--- config.mk ---
export PLATFORM = sky130hd
export DESIGN_NAME = bmd_ctrl
export DESIGN_NICKNAME = d
export VERILOG_FILES = /design/src/sv/bmd_pkg.sv /design/src/sv/bmd_ctrl.sv
export SDC_FILE = /design/constraint.sdc
export NUM_CORES = 1
export LEC_CHECK = 0
export ABC_AREA = 1
export BUFFER_PORTS_ARGS = -buffer_cell sky130_fd_sc_hd__buf_2
export CAP_MARGIN = 20
export CELL_PAD_IN_SITES_DETAIL_PLACEMENT = 1
export CELL_PAD_IN_SITES_GLOBAL_PLACEMENT = 1
export CORE_MARGIN = 2
export CORE_UTILIZATION = 35
export DETAILED_ROUTE_END_ITERATION = 10
export GPL_TIMING_DRIVEN = 0
export PLACE_DENSITY = 0.64
export SLEW_MARGIN = 20
export SYNTH_ARGS = -nofsm -noshare
export SYNTH_HDL_FRONTEND = slang
export SYNTH_SLANG_ARGS = --single-unit
export TNS_END_PERCENT = 100
--- constraint.sdc ---
create_clock -name clk -period 4.3 [get_ports clk]
set_input_delay 0.86 -clock clk [delete_from_list [all_inputs] [get_ports clk]]
set_output_delay 0.86 -clock clk [all_outputs]
set_load 0.005 [all_outputs]
--- src/sv/bmd_pkg.sv ---
// Shared types, codes and helper functions for the Bayer demosaic block.
// Used by all other modules under sv/ but bmd_ram; depends on nothing else.
package bmd_pkg;

  localparam int PIX_W = 8;
  localparam int CFG_W = 12;
  localparam int SUM_W = 15;

  localparam logic KIND_PIXEL = 1'b0;
  localparam logic KIND_FLUSH = 1'b1;

  localparam logic REG_WIDTH  = 1'b0;
  localparam logic REG_HEIGHT = 1'b1;

  typedef logic [PIX_W-1:0] pix_t;
  typedef logic [4:0][PIX_W-1:0] pix5_t;
  typedef logic [4:0][4:0][PIX_W-1:0] win_t;

  typedef struct packed {
    logic first;
    logic second;
    logic penult;
    logic last;
  } bnd_t;

  typedef struct packed {
    logic shift;
    logic emit;
    logic frame_end;
    logic row_odd;
    logic col_odd;
    bnd_t row_b;
    bnd_t col_b;
  } ctl_t;

  // Mirrors a five-tap line about its center without repeating the edge tap.
  function automatic pix5_t mirror5(pix5_t v, bnd_t b);
    pix5_t m;
    m[0] = b.first ? v[4] : (b.second ? v[2] : v[0]);
    m[1] = b.first ? v[3] : v[1];
    m[2] = v[2];
    m[3] = b.last ? v[1] : v[3];
    m[4] = b.last ? v[0] : (b.penult ? v[2] : v[4]);
    return m;
  endfunction

  // Rounds a sum in sixteenths half up and saturates it to a pixel.
  function automatic pix_t finish(logic signed [SUM_W-1:0] s);
    logic signed [SUM_W:0] t;
    pix_t r;
    t = {s[SUM_W-1], s} + (SUM_W+1)'(8);
    if (t[SUM_W]) begin
      r = '0;
    end else if (t > (SUM_W+1)'(4095)) begin
      r = '1;
    end else begin
      r = t[11:4];
    end
    return r;
  endfunction

endpackage

--- src/sv/bmd_ctrl.sv ---
// Frame geometry registers and raster position counters of the demosaic.
// Depends on bmd_pkg for the control struct and the register codes.
module bmd_ctrl #(
  parameter int MAX_WIDTH = 1024
) (
  input  logic                         clk,
  input  logic                         rst,
  input  logic                         cfg_write,
  input  logic                         cfg_index,
  input  logic [bmd_pkg::CFG_W-1:0]    cfg_data,
  input  logic                         acc,
  input  logic                         kind,
  output bmd_pkg::ctl_t                ctl,
  output logic                         wr,
  output logic [$clog2(MAX_WIDTH)-1:0] addr,
  output logic [1:0]                   vrow
);

  localparam int CW = $clog2(MAX_WIDTH + 1);
  localparam int AW = $clog2(MAX_WIDTH);
  localparam int EW = (CW > 11) ? CW : 11;
  localparam logic [CW-1:0] W_MAX = CW'(MAX_WIDTH);
  localparam logic [CW-1:0] W_MIN = CW'(4);
  localparam logic [CW-1:0] W_RST = CW'((MAX_WIDTH < 640) ? MAX_WIDTH : 640);

  logic [CW-1:0] eff_w;
  logic [11:0]   eff_h;
  logic [CW-1:0] in_col;
  logic [11:0]   in_row;
  logic [CW-1:0] out_col;
  logic [11:0]   out_row;
  logic [CW-1:0] vcol;
  logic          all_in;
  logic          is_flush;
  logic          shift;
  logic          emit;
  logic          last_out;

  function automatic logic [CW-1:0] clamp_w(logic [10:0] v);
    logic [CW-1:0] r;
    if (EW'(v) < EW'(4)) begin
      r = W_MIN;
    end else if (EW'(v) > EW'(MAX_WIDTH)) begin
      r = W_MAX;
    end else begin
      r = CW'(v);
    end
    return r;
  endfunction

  function automatic logic [11:0] clamp_h(logic [11:0] v);
    return (v < 12'd4) ? 12'd4 : v;
  endfunction

  assign all_in   = in_row >= eff_h;
  assign is_flush = kind == bmd_pkg::KIND_FLUSH;
  assign shift    = acc && (is_flush ? all_in : !all_in);
  assign emit     = shift && (is_flush ||
                    !(in_row < 12'd2 || (in_row == 12'd2 && in_col < CW'(2))));
  assign wr       = acc && !is_flush && !all_in;
  assign last_out = out_row == eff_h - 12'd1 && out_col == eff_w - CW'(1);
  assign addr     = vcol[AW-1:0];

  always_comb begin
    ctl.shift         = shift;
    ctl.emit          = emit;
    ctl.frame_end     = last_out;
    ctl.row_odd       = out_row[0];
    ctl.col_odd       = out_col[0];
    ctl.row_b.first   = out_row == 12'd0;
    ctl.row_b.second  = out_row == 12'd1;
    ctl.row_b.penult  = out_row == eff_h - 12'd2;
    ctl.row_b.last    = out_row == eff_h - 12'd1;
    ctl.col_b.first   = out_col == CW'(0);
    ctl.col_b.second  = out_col == CW'(1);
    ctl.col_b.penult  = out_col == eff_w - CW'(2);
    ctl.col_b.last    = out_col == eff_w - CW'(1);
  end

  always_ff @(posedge clk) begin
    if (rst) begin
      eff_w   <= W_RST;
      eff_h   <= 12'd480;
      in_col  <= '0;
      in_row  <= '0;
      out_col <= '0;
      out_row <= '0;
      vcol    <= '0;
      vrow    <= '0;
    end else if (cfg_write) begin
      unique case (cfg_index)
        bmd_pkg::REG_WIDTH:  eff_w <= clamp_w(cfg_data[10:0]);
        bmd_pkg::REG_HEIGHT: eff_h <= clamp_h(cfg_data);
      endcase
      in_col  <= '0;
      in_row  <= '0;
      out_col <= '0;
      out_row <= '0;
      vcol    <= '0;
      vrow    <= '0;
    end else if (emit && last_out) begin
      in_col  <= '0;
      in_row  <= '0;
      out_col <= '0;
      out_row <= '0;
      vcol    <= '0;
      vrow    <= '0;
    end else begin
      if (wr) begin
        if (in_col == eff_w - CW'(1)) begin
          in_col <= '0;
          in_row <= in_row + 12'd1;
        end else begin
          in_col <= in_col + CW'(1);
        end
      end
      if (shift) begin
        if (vcol == eff_w - CW'(1)) begin
          vcol <= '0;
          vrow <= vrow + 2'd1;
        end else begin
          vcol <= vcol + CW'(1);
        end
      end
      if (emit) begin
        if (out_col == eff_w - CW'(1)) begin
          out_col <= '0;
          out_row <= out_row + 12'd1;
        end else begin
          out_col <= out_col + CW'(1);
        end
      end
    end
  end

  a_write_col: assert property (@(posedge clk) disable iff (rst)
    wr |-> vcol == in_col)
    else $error("raw pixel written away from the window column");

  a_end_flush: assert property (@(posedge clk) disable iff (rst)
    emit && last_out |-> kind == bmd_pkg::KIND_FLUSH)
    else $error("frame end produced by a raw pixel");

  a_cfg_clear: assert property (@(posedge clk) disable iff (rst)
    cfg_write |=> in_row == 12'd0 && out_row == 12'd0 && vcol == '0)
    else $error("positions not cleared by a register write");

endmodule

==> results_dict.tcl <==
set metrics [dict create \
    synth_cell_types 37 \
    cts-resized-gates 0 \
    layout_common_cells "303 x nand2_1, 134 x nand3_1, 133 x inv_1, 109 x nor2_1, 82 x dfxtp_1" \
    power.switching_uw 584 \
    path_common_cell "nand2_1" \
    coreArea_um2 18800 \
    postSynthAreaPerCell_um2 6.19 \
    slew_viol_final 0 \
    clock_latency_ps 350 \
    power_frac_seq_pct 41.6 \
    cpPeakStageDelay_ps 470 \
    path_class "register to output port" \
    clk_pin_slew_ps 60 \
    worst_ep_arrival_time_ps 3090 \
    ys_ff_latch 82 \
    root_buffer "clkbuf_16" \
    start_kind "register" \
    worstSetupEndpointType "output port" \
    power_density_nw_per_um2 250 \
    avgViaCountPerCell 4.98 \
    final_common_cell "nand2_1" \
    p_leak_nw 3.34 \
    multi_input_comb_area_um2 4310 \
    worst_slack_ps 354 \
    grt_pass1_wl_mm 36.1 \
    pin_count 44 \
    final_nets 1190 \
    swShare_pct 30.7 \
    die_y_um 143 \
    dp.final_hpwl_mm 18.7 \
    area_growth_pct 12.3 \
    place_congestion 0.902 \
    power_frac_clock_pct 40.6 \
    final_antenna_net_count 0 \
    cp_max_fo 10 \
    status "finished clean" \
    worst-path-buf-inv 4 \
    wl_mm 22.8 \
    peakVddDrop_mv 0.201 \
    drc 0 \
    fmax_mhz 253 \
    dieArea_um2 20500 \
    finalSetupViolations 0 \
    syn-cell-area_um2 6760 \
    required_ps 3440 \
    crit_chain "inv_1 -> ha_1 -> nand2_1 -> nor2_1 -> nand2_1 -> nor2_1 -> nand2_1 -> nand3_1 -> nand3_2 -> nor2_4 -> buf_2 -> buf_4 -> buf_2" \
    cts_tree "yes" \
    first_pass_iters 4 \
    vias 7018 \
    wl_per_cell_um 16.1 \
    grt_util_all_layers_pct 23.0 \
    grt_pass1_vias 6737 \
    yosysSeqAreaShare_pct 24.3 \
    start_util_pct 35.9 \
    clock-sinks 82 \
    worst-slew-pin-transition_ps 753 \
    combPwrFrac_pct 17.8 \
    rsz0062_at_grt "no" \
    period_share_pct 91.8 \
    slowest_stage "dfxtp_1" \
    grt_max_degree 14 \
    dieWidth_um 143 \
    hold_ws_ps 485 \
    tns_ps 0 \
    maxCapViolations 0 \
    yosys_warnings 0 \
    port_buffers 43 \
    drt_iter0_markers 302 \
    p_int_mw 1.32 \
    skew_ps 7.42 \
    utilization_pct 40.3 \
    htree_num_levels 3 \
    ctsLongestPathBuffers 2 \
    maxSlewHeadroom_pct 49.8 \
    regArea_um2 1640 \
    rows 50 \
    synth_nets 1136 \
    grt-ovfl-total 0 \
    dp_slack_ps 716 \
    holdBufCountCts 0 \
    antenna_found_initial 0 \
    cts_setup_buffers 0 \
    hold_viol 0 \
    syn_inst 1092 \
    holdCritPathClass "register to register" \
    finalCriticalPeriod_ps 3950 \
    fillers 2575 \
    cts_buffers 9 \
    cpLargestDelayFamily "simple AND/OR/NAND/NOR gates" \
    n_antenna_cell 0 \
    drive_gt1_share_pct 11.8 \
]
kinds of logic (layout without fill, tap and decap cells):
logic type                 Yosys count  after routing  synth area share, %
and+or+nand+nor                    642            642                 42.7
buffers and inverters              183            241                 12.0
AOI/OAI and AO/OA                   94             94                 7.75
DFF                                 82             82                 24.3
xor gates and xnor gates            65             65                 8.42
adders and majority gates           26             26                 4.81
flip-flops by register name (all words and copies together), names as in the netlist:
| register | count |
|---|---|
| in_row | 12 |
| out_row | 12 |
| vrow | 2 |
| out_col | 11 |
| eff_h | 12 |
| vcol | 11 |
| eff_w | 11 |
| in_col | 11 |
Yosys cell counts (all sizes together):
cell type    n  share of area (%)
a31oi        2               0.18
nand3      140                 11
o22ai        2               0.18
o21ai       13               0.96
ha          26                4.8
xnor2       14                1.8
nand4       32                3.0
clkbuf      10               0.55
a211oi       1               0.11
a22oi        1               0.11
nor4         8               0.74
o211ai       5               0.55
a21oi       67                5.3
or2          2               0.18
nor3b        4               0.44
nor3        19                1.4
o21bai       1               0.11
buf         33                3.7
xor2        51                6.6
a22o         1               0.13
clkinv       1              0.055
a21boi       1               0.11
nor2       125                8.2
dfxtp       82                 24
nand2      312                 18
inv        139                7.7
layout make-up:
| type | count | area share, % |
|---|---|---|
| multi-input cells | 827 | 56.8 |
| well taps | 260 | 4.28 |
| repair buffers | 43 | 2.83 |
| clock inverters | 3 | 0.297 |
| inverters | 140 | 6.92 |
| flip-flops and latches | 82 | 21.6 |
| plain buffers | 43 | 3.77 |
| clock buffers | 12 | 3.51 |
power groups by stage:
stage | clock network [mW] | registers, mW | logic, mW
after floorplan | 0 | 0.800 | 0.240
after global placement | 0 | 0.809 | 0.333
after detailed placement | 0 | 0.809 | 0.338
after CTS | 0.797 | 0.792 | 0.340
after global routing | 0.825 | 0.794 | 0.382
final | 0.771 | 0.792 | 0.338
layer usage:
metal	track usage, %	share of wire [%]
met1	31.7	50
met2	37.8	46
met3	3.22	2.9
met4	5.52	1.4
met5	0	0
worst min-delay path: stages (launching register included):
cell,delay (ps)
dfxtp_1,320
nand2_1,70
a21oi_1,50
path summary, 6_finish.rpt:
path | start | endpoint | slack (ps) | depth (start not counted)
worst max-delay path | eff_h[9] | ctl[11] | 350 | 13
worst max register to register | eff_h[9] | out_row[0] | 1390 | 14
worst min-delay path | vrow[1] | vrow[1] | 480 | 2
worst min register to register | vrow[1] | vrow[1] | 480 | 2
stage by stage:
step                total power, mW  instance area [um^2]  std cells
CTS                            1.93                  7590       1410
floorplan                      1.04                  6760       1092
global placement               1.14                  7300       1395
detailed placement             1.15                  7300       1395
finish                         1.90                  7590       1410
global route                   2.00                  7590       1410
Note: power is estimated with default switching activity, not from simulation.
