==> src/sv/bmd_pkg.sv <==
// Shared types, codes and helper functions for the Bayer demosaic block.
// Used by all other modules under sv/ but bmd_ram; depends on nothing else.
package bmd_pkg;

  localparam int PIX_W = 8;
  localparam int CFG_W = 12;
  localparam int SUM_W = 15;

  localparam logic KIND_PIXEL = 1'b0;
  localparam logic KIND_FLUSH = 1'b1;

  localparam logic REG_WIDTH  = 1'b0;
  localparam logic REG_HEIGHT = 1'b1;

  typedef logic [PIX_W-1:0] pix_t;
  typedef logic [4:0][PIX_W-1:0] pix5_t;
  typedef logic [4:0][4:0][PIX_W-1:0] win_t;

  typedef struct packed {
    logic first;
    logic second;
    logic penult;
    logic last;
  } bnd_t;

  typedef struct packed {
    logic shift;
    logic emit;
    logic frame_end;
    logic row_odd;
    logic col_odd;
    bnd_t row_b;
    bnd_t col_b;
  } ctl_t;

  // Mirrors a five-tap line about its center without repeating the edge tap.
  function automatic pix5_t mirror5(pix5_t v, bnd_t b);
    pix5_t m;
    m[0] = b.first ? v[4] : (b.second ? v[2] : v[0]);
    m[1] = b.first ? v[3] : v[1];
    m[2] = v[2];
    m[3] = b.last ? v[1] : v[3];
    m[4] = b.last ? v[0] : (b.penult ? v[2] : v[4]);
    return m;
  endfunction

  // Rounds a sum in sixteenths half up and saturates it to a pixel.
  function automatic pix_t finish(logic signed [SUM_W-1:0] s);
    logic signed [SUM_W:0] t;
    pix_t r;
    t = {s[SUM_W-1], s} + (SUM_W+1)'(8);
    if (t[SUM_W]) begin
      r = '0;
    end else if (t > (SUM_W+1)'(4095)) begin
      r = '1;
    end else begin
      r = t[11:4];
    end
    return r;
  endfunction

endpackage

==> src/sv/bmd_kernel.sv <==
// Edge mirroring, Malvar-He-Cutler kernels and the result register.
// Depends on bmd_pkg for the window type, mirror5 and finish.
module bmd_kernel (
  input  logic          clk,
  input  logic          rst,
  input  logic          adv,
  input  bmd_pkg::win_t win,
  input  bmd_pkg::ctl_t ctl,
  output logic          out_valid,
  output logic [7:0]    red,
  output logic [7:0]    green,
  output logic [7:0]    blue,
  output logic          frame_end
);

  typedef logic signed [bmd_pkg::SUM_W-1:0] sum_t;

  bmd_pkg::win_t rc;
  bmd_pkg::win_t m;
  bmd_pkg::pix5_t line;
  sum_t ctr, n1, e1, n2, e2, dg;
  sum_t cross_sum, diag, horiz, vert;
  bmd_pkg::pix_t r_n, g_n, b_n;

  // The window holds the newest column at index 0 (column c + 2).
  always_comb begin
    line = '0;
    for (int j = 0; j < 5; j++) begin
      rc[j] = bmd_pkg::mirror5(win[j], ctl.row_b);
    end
    for (int i = 0; i < 5; i++) begin
      for (int p = 0; p < 5; p++) begin
        line[p] = rc[4-p][i];
      end
      m[i] = bmd_pkg::mirror5(line, ctl.col_b);
    end
  end

  always_comb begin
    ctr = sum_t'(m[2][2]);
    n1  = sum_t'(m[1][2]) + sum_t'(m[3][2]);
    e1  = sum_t'(m[2][1]) + sum_t'(m[2][3]);
    n2  = sum_t'(m[0][2]) + sum_t'(m[4][2]);
    e2  = sum_t'(m[2][0]) + sum_t'(m[2][4]);
    dg  = sum_t'(m[1][1]) + sum_t'(m[1][3]) + sum_t'(m[3][1]) + sum_t'(m[3][3]);
    cross_sum = ((n1 + e1) <<< 2) + (ctr <<< 3) - ((n2 + e2) <<< 1);
    diag  = (dg <<< 2) + (ctr <<< 3) + (ctr <<< 2) - ((n2 + e2) <<< 1) - (n2 + e2);
    horiz = (e1 <<< 3) + (ctr <<< 3) + (ctr <<< 1) - (e2 <<< 1) + n2 - (dg <<< 1);
    vert  = (n1 <<< 3) + (ctr <<< 3) + (ctr <<< 1) - (n2 <<< 1) + e2 - (dg <<< 1);
  end

  always_comb begin
    case ({ctl.row_odd, ctl.col_odd})
      2'b00: begin
        r_n = m[2][2];
        g_n = bmd_pkg::finish(cross_sum);
        b_n = bmd_pkg::finish(diag);
      end
      2'b11: begin
        r_n = bmd_pkg::finish(diag);
        g_n = bmd_pkg::finish(cross_sum);
        b_n = m[2][2];
      end
      2'b01: begin
        r_n = bmd_pkg::finish(horiz);
        g_n = m[2][2];
        b_n = bmd_pkg::finish(vert);
      end
      default: begin
        r_n = bmd_pkg::finish(vert);
        g_n = m[2][2];
        b_n = bmd_pkg::finish(horiz);
      end
    endcase
  end

  always_ff @(posedge clk) begin
    if (rst) begin
      out_valid <= 1'b0;
    end else if (adv) begin
      out_valid <= ctl.emit;
    end
  end

  always_ff @(posedge clk) begin
    if (adv) begin
      red       <= r_n;
      green     <= g_n;
      blue      <= b_n;
      frame_end <= ctl.frame_end;
    end
  end

endmodule

==> config.mk <==
export PLATFORM = sky130hd
export DESIGN_NAME = bmd_kernel
export DESIGN_NICKNAME = d
export VERILOG_FILES = /design/src/sv/bmd_pkg.sv /design/src/sv/bmd_kernel.sv
export SDC_FILE = /design/constraint.sdc
export NUM_CORES = 1
export LEC_CHECK = 0
export BUFFER_PORTS_ARGS = -buffer_cell sky130_fd_sc_hd__buf_2
export CAP_MARGIN = 25
export CORE_UTILIZATION = 30
export DETAILED_ROUTE_END_ITERATION = 8
export GPL_TIMING_DRIVEN = 0
export HOLD_SLACK_MARGIN = 0.1
export REMOVE_ABC_BUFFERS = 1
export SYNTH_ARGS = -nofsm -noshare
export SYNTH_HDL_FRONTEND = slang
export SYNTH_SLANG_ARGS = --single-unit
==> constraint.sdc <==
create_clock -name clk -period 9.4 [get_ports clk]
set_input_delay 1.88 -clock clk [delete_from_list [all_inputs] [get_ports clk]]
set_output_delay 1.88 -clock clk [all_outputs]
set_load 0.01 [all_outputs]
==> flow_summary.json, run 1 <==
{
  "async_reset_ff_share_pct": 0,
  "worst_pin_slew_ns": 0.983,
  "cts-root-buf": "clkbuf_16",
  "fin_crit_sh_pct": 97.2,
  "cts.path.max_buffers": 2,
  "synth_area_mm2": 0.0119,
  "drtAntennaViolNets": 0,
  "die_h_um": 201,
  "min_period_ns": 9.13,
  "holdCritPathClass": "flip-flop to flip-flop",
  "critical_path_class": "input pin to flip-flop",
  "antenna_found_initial": 9,
  "vias": 10400,
  "r2r-start": "out_valid",
  "setup_viol": 0,
  "ys.flop_type": "edfxtp_1",
  "area_growth_pct": 19.5,
  "r2r_cells": 2,
  "r2r_end": "out_valid",
  "routedWlPerCell_um": 17.8,
  "rows": 72,
  "first_global_vias": 10700,
  "grt_pass1_wl_um": 56400,
  "crit_cells": 30,
  "regToRegSetupSlack_ns": 8.81,
  "gp_congestion": 0.888,
  "drc_errors": 0,
  "cp_num_buf_inv": 3,
  "via_per_inst": 5.19,
  "io_buffers": 144,
  "grt_max_degree": 41,
  "drt_iter0_drc": 612,
  "hpwl_um": 28900,
  "num-nets-final": 1941,
  "fp.dieW_um": 201,
  "crit_end": "blue[5]",
  "ys_seq_area_share_pct": 6.46,
  "holdWs_ns": 0.513,
  "syn_area_per_cell_um2": 9.00,
  "routed_wl_um": 35600,
  "status": "finished clean",
  "crit_path_top_delay_cell": "fa_2",
  "rsz0062_at_grt": "true",
  "crit_family": "compound AO/OA/AOI/OAI gates",
  "initial_core_util_pct": 30.7,
  "path_clk_slew_ns": 0.08,
  "maxCapViolations": 0,
  "syn_inst": 1326,
  "maxSlewViolCount": 0,
  "synth_seq_cells": 26,
  "cts_tree": "yes",
  "fmax_mhz": 110,
  "die-area_mm2": 0.0406,
  "drive_gt1_share_pct": 25.6,
  "yosys_warnings": 0,
  "max_stage_delay_ns": 0.64,
  "io_pins": 242,
  "cts_buffers": 3,
  "critPathRequiredTime_ns": 9.37,
  "drt_first_pass_iters": 5,
  "hold_viol": 0,
  "max-slew-margin-rel_pct": 34.4,
  "critical_path.max_fanout": 8,
  "critPathLaunchType": "input pin",
  "numClockSinks": 26,
  "endpoint_kind": "flip-flop",
  "yosysUniqueCellTypes": 106,
  "cp.arrival_ns": 9.10,
  "hold_depth": 2,
  "htree_num_levels": 1,
  "finClkSkew_ns": 0,
  "cp-startpoint": "ctl[2]",
  "core_mm2": 0.0389,
  "synth_edf_count": 25,
  "grt_overflow": 0,
  "insertion_delay_ns": 0.28,
  "grt_usage_pct": 17.5
}
## cell families after synthesis
| kind of cell | count (synthesis) | synth area share, % |
|---|---|---|
| compound gates | 322 | 20.3 |
| fa+ha+maj | 249 | 32.8 |
| xor+xnor | 112 | 8.28 |
| mux | 101 | 12.2 |
| buf+inv | 268 | 8.97 |
| simple gates | 248 | 11.0 |
| flops | 26 | 6.46 |
## synth_stat cells (all sizes together), types with 4 or more instances
cell,number,area [µm²]
inv,223,837
ha,143,1790
fa,106,2120
xnor2,77,682
nand2,69,259
o21ai,64,324
nor2,60,225
a21oi,54,285
mux2i,36,360
xor2,35,307
o21bai,34,255
mux2,33,375
mux4,32,721
a21o,31,236
clkbuf,29,140
edfxtp,25,751
nor3,17,90.1
o21a,17,129
nand3,16,92.6
a211oi,15,155
buf,15,82.6
a22oi,14,105
a221oi,12,123
nor2b,12,75.1
a32oi,11,104
and3,9,56.3
or3,9,66.3
nand4,7,43.8
nor4,7,58.8
o211ai,7,52.6
a22o,6,52.6
nand2b,6,37.5
or2,6,37.5
a211o,5,43.8
nand3b,5,37.5
nor3b,5,37.5
a31oi,4,31.3
o221ai,4,41.3
o22ai,4,25.0
o311ai,4,60.1
o31a,4,45.1
o31ai,4,57.6
## flip-flops by register name (all words and copies together) (netlist names)
register,count
frame_end,1
blue,8
out_valid,1
red,8
green,8
## layout by cell type, fill, tap and decap left out, types with 40 or more instances in the layout
cell type / count
o21ai_0: 45
a21oi_1: 40
nor2_1: 55
buf_2: 134
fa_1: 103
ha_1: 138
buf_4: 42
inv_1: 216
nand2_1: 69
xnor2_1: 67
## per-layer routing
metal  up-vias  routed length (µm)  track usage [%]  share of wire, %
met2       237               18000             31.8                51
met3        71                1290             1.81               3.6
li1       4979                   -                -                 -
met5         -                   0                0                 0
met1      5112               14900             21.2                42
met4         0                1350             6.20               3.8
## worst reg2reg max path, stage by stage (launching register included)
cell     delay, ns
dfxtp_1       0.32
mux2i_1       0.12
nor2_1        0.05
## stage by stage
stage	cells	utilization [%]	cell area (µm²)	worst slack, ns	setup TNS (ns)
2_1_floorplan	1281	-	11700	0.340	0
3_3_place_gp	1943	33.6	13100	-1.59	-23.78
3_5_place_dp	1943	33.6	13100	-1.67	-24.94
4_1_cts	1963	35.1	13700	0.00674	0
5_1_grt	2002	36.6	14300	-0.0545	-0.357
6_report	2002	36.6	14300	0.268	0
## cell type report
class                      instances  area (µm²)
tap                              518         648
timing repair buffer             190        1280
clock inverter                     1        30.0
fill                            3957       24700
inverter                         223         837
antenna                            9        22.5
clock buffer                       3        75.1
multi-input combinational       1032       10600
sequential                        26         771
## timing repair
item / CTS / global route
setup buffers: 14 / 27
hold buffers: 0 / 0
hold endpoints to repair: 0 / 0
cloned: 2 / 3
gates resized for setup: 60 / 70
pin swaps: 10 / 36
setup endpoints to repair: 16 / 16
## worst min path at each step
stage               slack [ns]       from        end
floorplan                 0.53  out_valid  out_valid
global placement          0.47  out_valid  out_valid
detailed placement        0.50  out_valid  out_valid
CTS                       0.52  out_valid  out_valid
global route              0.58  out_valid  out_valid
finish                    0.51  out_valid  out_valid
Power of run 1 is not shown: default switching activity piles up to over one toggle a cycle in this logic, so the estimate is an artifact.
==> run 2, diff against run 1 <==
--- a/config.mk
+++ b/config.mk
@@ -7,10 +7,11 @@
 export LEC_CHECK = 0
 export BUFFER_PORTS_ARGS = -buffer_cell sky130_fd_sc_hd__buf_2
 export CAP_MARGIN = 25
-export CORE_UTILIZATION = 30
+export CORE_UTILIZATION = 53
 export DETAILED_ROUTE_END_ITERATION = 8
 export GPL_TIMING_DRIVEN = 0
 export HOLD_SLACK_MARGIN = 0.1
+export PLACE_DENSITY = 0.8
 export REMOVE_ABC_BUFFERS = 1
 export SYNTH_ARGS = -nofsm -noshare
 export SYNTH_HDL_FRONTEND = slang
==> flow_summary.json, run 2 (synthesis gave the netlist of run 1 again) <==
{
  "area_growth_pct": 17.4,
  "critical_path_class": "input pin to flip-flop",
  "dr_wl_met2_um": 16500,
  "grt_overflow": 0,
  "vias": 10800,
  "die-area_mm2": 0.0231,
  "critPathMostFrequentCell": "ha_1",
  "critPathRequiredTime_ns": 9.37,
  "max_stage_delay_ns": 0.51,
  "endpoint_kind": "flip-flop",
  "dr_wl_met3_um": 2780,
  "utilization_pct": 63.8,
  "drt_first_pass_iters": 7,
  "io_buffers": 144,
  "wl_met1_um": 13800,
  "htree_num_levels": 1,
  "grt_pass1_wl_um": 53000,
  "top_regs": "blue x8, green x8, red x8",
  "final_common_cell": "inv_1",
  "worst_pin_slew_ns": 0.964,
  "path_clk_slew_ns": 0.07,
  "routed_wl_um": 34600,
  "hold_viol": 0,
  "crit_path_top_delay_cell": "fa_1",
  "postCtsHoldBufs": 0,
  "maxCapViolations": 0,
  "cp.arrival_ns": 9.18,
  "cts_tree": "yes",
  "grt_max_degree": 41,
  "fill_cells": 1658,
  "core_mm2": 0.0220,
  "drc_errors": 12,
  "drtAntennaViolNets": 0,
  "antenna_found_initial": 2,
  "finClkSkew_ns": 0,
  "via_per_inst": 6.19,
  "num-nets-final": 1938,
  "die_h_um": 152,
  "status": "complete, but fails checks",
  "min_period_ns": 9.22,
  "dp_slack_ns": -1.60,
  "regArea_um2": 771,
  "final_cell_mix": "inv_1, ha_1, buf_2",
  "maxSlewViolCount": 0,
  "drive_gt1_share_pct": 25.5,
  "critical_path.max_fanout": 8,
  "gp_congestion": 0.917,
  "cts.path.max_buffers": 2,
  "io_pins": 242,
  "insertion_delay_ns": 0.26,
  "fin_crit_sh_pct": 98.0,
  "multiInputGateArea_mm2": 0.0106,
  "critPathLaunchType": "input pin",
  "rows": 54,
  "fp.dieW_um": 152,
  "numClockSinks": 26,
  "fmax_mhz": 109,
  "fin_ws_ns": 0.184,
  "drt_iter0_drc": 831,
  "routedWlPerCell_um": 19.7,
  "setup_viol": 0,
  "initial_core_util_pct": 54.3,
  "holdCritPathClass": "flip-flop to flip-flop",
  "max-slew-margin-rel_pct": 35.7,
  "cts_buffers": 3,
  "violations": "design-rule violations",
  "grt_usage_pct": 28.5,
  "first_global_vias": 10600,
  "cts-root-buf": "clkbuf_16",
  "highest-signal-layer": "met5",
  "hpwl_um": 26200
}
run 2: cell count changes in the layout (fill, tap and decap cells not counted), moves of 2 or more:
cell / previous run / this run
buf_4: 42 / 34
clkbuf_4: 3 / 6
diode_2: 9 / 2
ha_1: 138 / 136
ha_2: 2 / 5
inv_1: 216 / 219
inv_2: 7 / 4
xnor2_1: 67 / 64
xnor2_2: 6 / 10
xor2_2: 5 / 2
xor2_4: 1 / 3
run 2: timing repair:
action | 4_1_cts | 5_1_grt
setup endpoints to repair | 16 | 16
resized for setup | 53 | 83
gates cloned | 3 | 3
buffers inserted | 16 | 21
pin swaps | 12 | 32
run 2: worst paths after layout:
check	startpoint	endpoint	slack, ns	cells past startpoint
worst max-delay path	ctl[2]	blue[3]	0.18	30
worst min-delay path	out_valid	out_valid	0.50	2
worst max register to register	out_valid	out_valid	8.82	2
worst min register to register	out_valid	out_valid	0.50	2
run 2: layout make-up:
type	instances	area share (%)
inverter	223	5.97
multi-input combinational	1032	76.0
sequential	26	5.50
tap	280	2.50
clock inverter	1	0.214
clock buffer	3	0.536
antenna	2	0.0357
timing repair buffer	187	9.27
run 2: layer usage:
metal  vias up  track usage [%]
li1       4973                -
met4         2             10.6
met2       486             48.1
met5         -                0
met3       124             4.76
met1      5264             36.8
run 2: critical path, delay by kind of cell:
family                   cells  cell delay, ns
AO/OA/AOI/OAI               14            3.18
XOR/XNOR                     2            0.49
adder cells (fa/ha/maj)      6            2.22
buffers and inverters        5            0.66
multiplexers                 2            0.40
AND/OR/NAND/NOR              1            0.33
run 2: per-stage QoR:
step	hold WS [ns]	TNS (ns)	area, µm²	cells
2_1_floorplan	0.528	0	11700	1281
3_3_place_gp	0.469	-22.39	12800	1705
3_5_place_dp	0.487	-24.19	12800	1705
4_1_cts	0.508	0	13400	1728
5_1_grt	0.550	-0.717	14000	1753
6_report	0.496	0	14000	1754
Power of run 2 is left out for the same reason.
